### src/rtl/tvs_pkg.sv
`timescale 1ns / 1ps
package tvs_pkg;

  localparam int ROOT_W = 32;
  localparam int RAD_W  = 2 * ROOT_W;
  localparam int REM_W  = ROOT_W + 2;

  typedef struct packed {
    logic [31:0]        uniform_sample;
    logic signed [31:0] lower_bound;
    logic signed [31:0] upper_bound;
    logic signed [31:0] peak;
  } in_t;

  typedef struct packed {
    logic signed [31:0] variate;
    logic               invalid;
  } out_t;

  typedef struct packed {
    logic signed [31:0] lo;
    logic signed [31:0] hi;
    logic               sel;
    logic               inv;
  } side_t;

  typedef struct packed {
    logic [REM_W-1:0]  rem;
    logic [ROOT_W-1:0] root;
    logic [RAD_W-1:0]  xrest;
  } sq_t;

endpackage

### src/rtl/tvs_sqrt_cell.sv
`timescale 1ns / 1ps
module tvs_sqrt_cell (
  input  logic          clk,
  input  logic          rst_n,
  input  logic          en,
  input  logic          v_in,
  input  tvs_pkg::sq_t   sq_in,
  input  tvs_pkg::side_t side_in,
  output logic          v_r,
  output tvs_pkg::sq_t   sq_r,
  output tvs_pkg::side_t side_r
);

  logic [tvs_pkg::REM_W-1:0] rem_sh;
  logic [tvs_pkg::REM_W-1:0] trial;
  logic                      ge;
  tvs_pkg::sq_t              sq_nxt;

  always_comb begin
    rem_sh = {sq_in.rem[tvs_pkg::ROOT_W-1:0], sq_in.xrest[tvs_pkg::RAD_W-1 -: 2]};
    trial  = {sq_in.root, 2'b01};
    ge     = (rem_sh >= trial);
    sq_nxt.rem   = ge ? (rem_sh - trial) : rem_sh;
    sq_nxt.root  = {sq_in.root[tvs_pkg::ROOT_W-2:0], ge};
    sq_nxt.xrest = {sq_in.xrest[tvs_pkg::RAD_W-3:0], 2'b00};
  end

  always_ff @(posedge clk) begin
    if (!rst_n) begin
      v_r <= 1'b0;
    end else if (en) begin
      v_r <= v_in;
    end
  end

  always_ff @(posedge clk) begin
    if (en) begin
      sq_r   <= sq_nxt;
      side_r <= side_in;
    end
  end

endmodule

### config.mk
export PLATFORM = sky130hd
export DESIGN_NAME = tvs_sqrt_cell
export DESIGN_NICKNAME = d
export VERILOG_FILES = /design/src/rtl/tvs_pkg.sv /design/src/rtl/tvs_sqrt_cell.sv
export SDC_FILE = /design/constraint.sdc
export NUM_CORES = 1
export LEC_CHECK = 0
export BUFFER_PORTS_ARGS = -buffer_cell sky130_fd_sc_hd__buf_2
export CORE_AREA = 2 2 153 155
export CTS_CLUSTER_DIAMETER = 200
export CTS_CLUSTER_SIZE = 28
export DETAILED_ROUTE_END_ITERATION = 8
export DIE_AREA = 0 0 155 157
export GPL_TIMING_DRIVEN = 0
export PLACE_DENSITY_LB_ADDON = 0.25
export SLEW_MARGIN = 20
export SYNTH_ARGS = -nofsm -noshare
export SYNTH_HDL_FRONTEND = slang
export SYNTH_SLANG_ARGS = --single-unit
export TNS_END_PERCENT = 100
### constraint.sdc
create_clock -name clk -period 5.2 [get_ports clk]
set_input_delay 1.04 -clock clk [delete_from_list [all_inputs] [get_ports clk]]
set_output_delay 1.04 -clock clk [all_outputs]
set_load 0.02 [all_outputs]
# == Word level (Yosys, flattened, before mapping) ==
# Cells that the tools add are included.
# word_totals
regBits,195
in_bits,200
output_inout_bits,197
# classes
add_sub_neg,1
order_cmp,1
n_mux,1
# ops
operator,n
34-bit greater-or-equal comparator,1
34-bit two-way mux,1
34-bit subtractor,1

# == Depth between registers and ports, before layout ==
# Gate-level depths: netlist (run 1).
# depth
ltp_word,2
depth_mapped,14
mapped_depth_nobuf,12

# == Least setup slack after synthesis (run 1) ==
# No wires, ideal clock.
# synth_timing
path_kind,in2reg
from,in sq_in[64] (netlist name)
to,"reg sq_r[100] (netlist name), data pin"
setup_time_ps,260
t_arrival_ps,3306
t_required_ps,4940
path_slack_ps,1633
path_stages,13
path_buffers,1
cell_sequence,inv_1 ha_1 nand2b_2 a21oi_2 nand2b_4 a21o_1 a21oi_4 a21oi_2 o41ai_4 o21a_4 inv_4 buf_12 mux2_4
# synth_lines
element,line,rtl
"start, declared",tvs_sqrt_cell.sv:7,"input tvs_pkg::sq_t sq_in,"
"end signal, assigned",tvs_sqrt_cell.sv:38,sq_r <= sq_nxt;
"end, declared",tvs_sqrt_cell.sv:10,"output tvs_pkg::sq_t sq_r,"

==> impl_metrics.toml, run 1 <==
[synth]
synth_cells = 551
ys_ff_latch = 195
synth.avg_cell_area_um2 = 15.4
synthTopCellsByArea = "edfxtp_1 69%, ha_1 5.0%, mux2_4 5.0%"
syn-cell-area_um2 = 8480
synthTopCellsByCount = "194 x edfxtp_1, 42 x inv_1, 34 x ha_1"
yosys_warnings = 0
ys_seq_area_frac = 0.689
synthArstFlopShare = 0
yosys.area.top_type = "edfxtp_1"
synth_cell_type_count = 61
synth_edf_count = 194
synth_ff_type = "edfxtp_1"
synth_top_area_frac = 0.687
synth.most_common_cell = "edfxtp_1"

[clock_tree]
cts_hold_buf = 0
cts_buffers = 17
root_buffer = "clkbuf_16"
htreeDepth = 4
clk_pin_slew_ns = 0.08
clock_latency_ns = 0.43
clockBufferDepth = 2
cts_setup_buffers = 0
cts_tree = "done"
cts_sinks = 195
cts_resized = 0

[placed_design]
place_inst = 1231
io_buffers = 392
place.gp.congestion = 0.828
dp.final_hpwl_um = 18000

[critical_path]
critical_path_class = "in -> reg"
critPathLaunchType = "input port"
critPathMaxFanout = 5
required_ns = 5.41
cp-end-kind = "flip-flop"
arrival_ns = 3.84
ff2ff_path_depth = 2

[sta]
fmax_mhz = 275
whs_ns = 0.523
hold_violations = 0
rsz0062_at_grt = "no"
slew-limit-headroom = 0.450
finalCriticalPeriod_ns = 3.63
maxSlewViolCount = 0
worstMarginPinSlew_ns = 0.816
finalCritPeriodShare = 0.699
clock_skew_ns = 0
setup-tns-final_ns = 0
setup_viol = 0

[cells_and_area]
num-nets-final = 1199
area_delta_synth_final_pct = 35.0
fin_cells = 1264
drive_above_1_share = 0.487

[die]
die_y_um = 157
die_x_um = 155
start_util = 0.377
pin_count = 397
die-area_um2 = 24300
core-area_um2 = 22500
row_count = 55

[route]
ant_nets = 0
drcViolationCount = 0
drt_wl_total_um = 22700
drt-initial-drc-count = 279
vias = 5997
drt_first_pass_iters = 4
vias_per_cell = 4.74
wl_per_cell_um = 17.9

[global_route]
grt_pass1_vias = 5786
grt_max_degree = 92
grt.overflow.total = 0
grt_pass1_wl_um = 32500
grtUsageTotal = 0.177
grt_antenna_before_repair = 2

[pwr]
finalPower_mw = 4.04
power_density_nw_per_um2 = 353
peakVddDrop_mv = 0.188
p_leak_nw = 5.11

[worst_hold_path]
worstHoldPathCells = 2
hold_class = "reg -> reg"

[run_status]
outcome = "complete, no violations"

[run]
drv_cap = 0
==> per-layer routing <==
metal,wire [um],GRT usage,up-vias
met3,1550,0.0479,25
met5,0,0,-
li1,-,-,2908
met2,12200,0.335,215
met1,8550,0.192,2849
met4,384,0.0534,0
==> cell usage in the layout (no fill, tap or decap), drive strengths merged, types with 2 or more instances in the layout <==
| cell type | count |
|---|---|
| a21oi | 35 |
| clkbuf | 25 |
| nor2 | 22 |
| nand2 | 32 |
| o22ai | 3 |
| ha | 34 |
| o31ai | 3 |
| and2 | 2 |
| xor2 | 12 |
| a21boi | 2 |
| or3 | 5 |
| o21bai | 6 |
| a211oi | 5 |
| nand2b | 7 |
| o2111a | 2 |
| xnor2 | 16 |
| edfxtp | 194 |
| o21a | 2 |
| a21o | 11 |
| clkinv | 5 |
| nor4 | 3 |
| mux2i | 3 |
| diode | 2 |
| conb | 2 |
| o21ai | 19 |
| nor2b | 2 |
| nand4 | 6 |
| a221oi | 2 |
| inv | 53 |
| nand3 | 8 |
| and3 | 2 |
| mux2 | 28 |
| o41ai | 3 |
| o211ai | 4 |
| buf | 401 |
| nor3 | 7 |
==> final cells by class <==
type / count / area [um^2]
multi-input cells: 298 / 2360
inverters: 44 / 168
plain buffers: 15 / 115
flip-flops and latches: 195 / 5850
diodes: 2 / 5.00
clock buffers: 17 / 425
repair buffers: 394 / 2030
well taps: 285 / 357
clock inverters: 14 / 153
fillers: 2007 / 11000
==> critical path, stage by stage <==
cell and delay, ns:
buf_2 0.09, inv_1 0.04, ha_1 0.37, nand2_2 0.12
o31ai_1 0.58, o2111a_1 0.33, nor2_1 0.09, o21ai_1 0.31
a21boi_2 0.17, o22ai_2 0.24, a211oi_1 0.12, o41ai_1 0.34
==> registers in the layout, summed over array words and instances (netlist names) <==
name	count
side_r	66
sq_r	128
v_r	1
==> metrics by stage <==
stage	utilization	setup slack (ns)	instance area, um^2
after floorplan	-	1.63	8490
after global placement	0.480	0.449	10800
after detailed placement	0.483	1.14	10900
after CTS	0.509	1.55	11400
after global routing	0.509	1.31	11500
final	0.509	1.57	11500
==> worst paths after layout <==
path / startpoint / endpoint / slack (ns)
setup reg to reg: v_r / v_r / 4.60
setup / recovery: sq_in[66] / sq_r[125] / 1.57
hold reg to reg: v_r / v_r / 0.52
hold / removal: v_r / v_r / 0.52
==> logic make-up after synthesis <==
logic type / synth area share
AND/OR/NAND/NOR: 0.0559
buffers and inverters: 0.0333
other: 0.000442
adder cells (fa/ha/maj): 0.0501
AO/OA/AOI/OAI: 0.0892
multiplexers: 0.0531
flip-flops: 0.689
XOR/XNOR: 0.0289
==> where the power goes <==
group	switching, mW	total [mW]	internal, mW
clock network	0.646	1.29	0.645
logic	0.495	0.825	0.330
registers	0.0300	1.92	1.89
Power figures use the tool's default switching activity.
==> run 2, diff against run 1 <==
--- a/config.mk
+++ b/config.mk
@@ -5,12 +5,13 @@
 export SDC_FILE = /design/constraint.sdc
 export NUM_CORES = 1
 export LEC_CHECK = 0
+export ABC_AREA = 1
 export BUFFER_PORTS_ARGS = -buffer_cell sky130_fd_sc_hd__buf_2
-export CORE_AREA = 2 2 153 155
+export CORE_AREA = 2 2 152 154
 export CTS_CLUSTER_DIAMETER = 200
 export CTS_CLUSTER_SIZE = 28
 export DETAILED_ROUTE_END_ITERATION = 8
-export DIE_AREA = 0 0 155 157
+export DIE_AREA = 0 0 154 156
 export GPL_TIMING_DRIVEN = 0
 export PLACE_DENSITY_LB_ADDON = 0.25
 export SLEW_MARGIN = 20
==> constraint.sdc (replaced) <==
create_clock -name clk -period 3.55 [get_ports clk]
set_input_delay 0.71 -clock clk [delete_from_list [all_inputs] [get_ports clk]]
set_output_delay 0.71 -clock clk [all_outputs]
set_load 0.02 [all_outputs]
==> impl_metrics.toml, run 2 <==
[run_status]
outcome = "complete, no violations"

[critical_path]
arrival_ns = 2.82
critical_path_class = "in -> reg"
critPathMaxFanout = 4
required_ns = 3.75
critPathLaunchType = "input port"
ff2ff_path_depth = 2
cp-end-kind = "flip-flop"

[synth]
synth_fa_ha_area_frac = 0.0477
synth_cell_type_count = 29
synth.most_common_cell = "nand2_1"
syn-cell-area_um2 = 8910
ys_ff_latch = 195
yosys_warnings = 0
synth_ff_type = "edfxtp_1"
synth_edf_count = 194
synth_cells = 831
synthSimpleGateAreaFrac = 0.186
yosys.area.top_type = "edfxtp_1"
synthArstFlopShare = 0
synth_compound_area_frac = 0.0285
synth.avg_cell_area_um2 = 10.7
synth_top_family_by_area = "simple AND/OR/NAND/NOR gates"
synthTopCellsByArea = "edfxtp_1 65%, nand2_1 11%, inv_1 5.4%"
synthTopCellsByCount = "269 x nand2_1, 194 x edfxtp_1, 129 x inv_1"
synth_top_area_frac = 0.654
synthMuxAreaShare = 0
ys_seq_area_frac = 0.656
synth_xor_area_frac = 0.0167

[placed_design]
place.gp.congestion = 0.918
dp.final_hpwl_um = 19800
io_buffers = 392
place_inst = 1510

[route]
drt-initial-drc-count = 434
drcViolationCount = 0
wl_per_cell_um = 16.3
ant_nets = 0
vias_per_cell = 4.65
vias = 7166
drt_wl_total_um = 25100
drt_first_pass_iters = 5

[worst_hold_path]
worstHoldPathCells = 1
hold_class = "in -> reg"

[cells_and_area]
num-nets-final = 1478
layout_common_cells = "391 x buf_2, 269 x nand2_1, 194 x edfxtp_1"
largest-register = "sq_r"
drive_above_1_share = 0.362
fin_cells = 1542
reg_top3 = "sq_r (128), side_r (66), v_r (1)"
area_delta_synth_final_pct = 33.3
n_antenna_cell = 0
largest_register_ffs = 128
final_common_cell = "buf_2"

[sta]
slew-limit-headroom = 0.419
hold_violations = 0
setup-tns-final_ns = 0
fmax_mhz = 382
setup_viol = 0
worstMarginPinSlew_ns = 0.862
rsz0062_at_grt = "no"
clock_skew_ns = 0
whs_ns = 0.435
finalCriticalPeriod_ns = 2.62
maxSlewViolCount = 0
finalCritPeriodShare = 0.737

[clock_tree]
clk_pin_slew_ns = 0.08
cts_sinks = 195
htreeDepth = 4
root_buffer = "clkbuf_16"
clockBufferDepth = 2
cts_tree = "done"
cts_setup_buffers = 0
clock_latency_ns = 0.43
cts_resized = 0
cts_hold_buf = 0
cts_buffers = 17

[pwr]
peakVddDrop_mv = 0.300
power_density_nw_per_um2 = 503
p_leak_nw = 5.83
finalPower_mw = 5.97

[global_route]
grtUsageTotal = 0.204
grt.overflow.total = 0
grt_pass1_wl_um = 37500
grt_antenna_before_repair = 1
grt_max_degree = 105
grt_pass1_vias = 6961

[die]
start_util = 0.398
die-area_um2 = 24000
row_count = 55
die_x_um = 154
pin_count = 397
core-area_um2 = 22400
die_y_um = 156

[run]
drv_cap = 0
run 2: changes by cell type in the layout (fill, tap and decap cells not counted), sizes merged, moves of 7 or more:
cell / previous run / this run
a21o: 11 / 1
clkbuf: 25 / 17
inv: 53 / 138
mux2: 28 / 0
nand2: 32 / 283
nand2b: 7 / 0
nand3: 8 / 38
nor2: 22 / 55
xnor2: 16 / 3
run 2: cell type report:
class                   instances  area (um^2)
multi-input cells             498         2500
fillers                      2030        10500
flip-flops and latches        195         5850
plain buffers                   8         78.8
repair buffers                393         2000
inverters                     131          494
clock inverters                15          184
clock buffers                  17          425
well taps                     285          357
run 2: metrics by stage:
step           setup WS [ns]   util  cell area (um^2)
2_1_floorplan           1.19      -              8910
3_3_place_gp          -0.849  0.502             11200
3_5_place_dp           0.485  0.504             11300
4_1_cts                0.961  0.531             11900
5_1_grt                0.745  0.531             11900
6_report               0.934  0.531             11900
run 2: cell families (layout without fill, tap and decap cells):
kind of cell | count (synthesis) | in the layout
AND/OR/NAND/NOR | 397 | 397
other | 1 | 2
buffers and inverters | 139 | 564
XOR/XNOR | 17 | 17
AO/OA/AOI/OAI | 48 | 48
adder cells (fa/ha/maj) | 34 | 34
flip-flops | 195 | 195
run 2: metal layers:
| layer | vias to the layer above | share of wire | global-route usage | wire, um |
|---|---|---|---|---|
| met3 | 63 | 0.068 | 0.0450 | 1700 |
| met4 | 2 | 0.036 | 0.0926 | 892 |
| met5 | - | 0.00032 | 0 | 8 |
| li1 | 3551 | - | - | - |
| met2 | 293 | 0.52 | 0.369 | 13000 |
| met1 | 3257 | 0.38 | 0.231 | 9530 |
run 2: worst paths after layout:
path | endpoint | slack, ns | from
worst max-delay path | sq_r[125] | 0.93 | sq_in[70]
worst min-delay path | sq_r[44] | 0.43 | sq_in[42]
worst max register to register | v_r | 2.90 | v_r
worst min register to register | v_r | 0.55 | v_r
run 2: worst max-delay path: stages:
cell	delay, ns
buf_2	0.09
inv_1	0.04
ha_1	0.34
nand2_1	0.12
nor2_1	0.23
nand2_1	0.08
o21ai_0	0.69
nand2_1	0.21
nand2_1	0.11
nand2_1	0.05
nand3_1	0.08
nand2_1	0.06
run 2: power breakdown:
part           switching [mW]  internal, mW
Clock                   0.991         0.960
Sequential             0.0439          2.77
Combinational           0.799         0.405
Total                    1.83          4.14
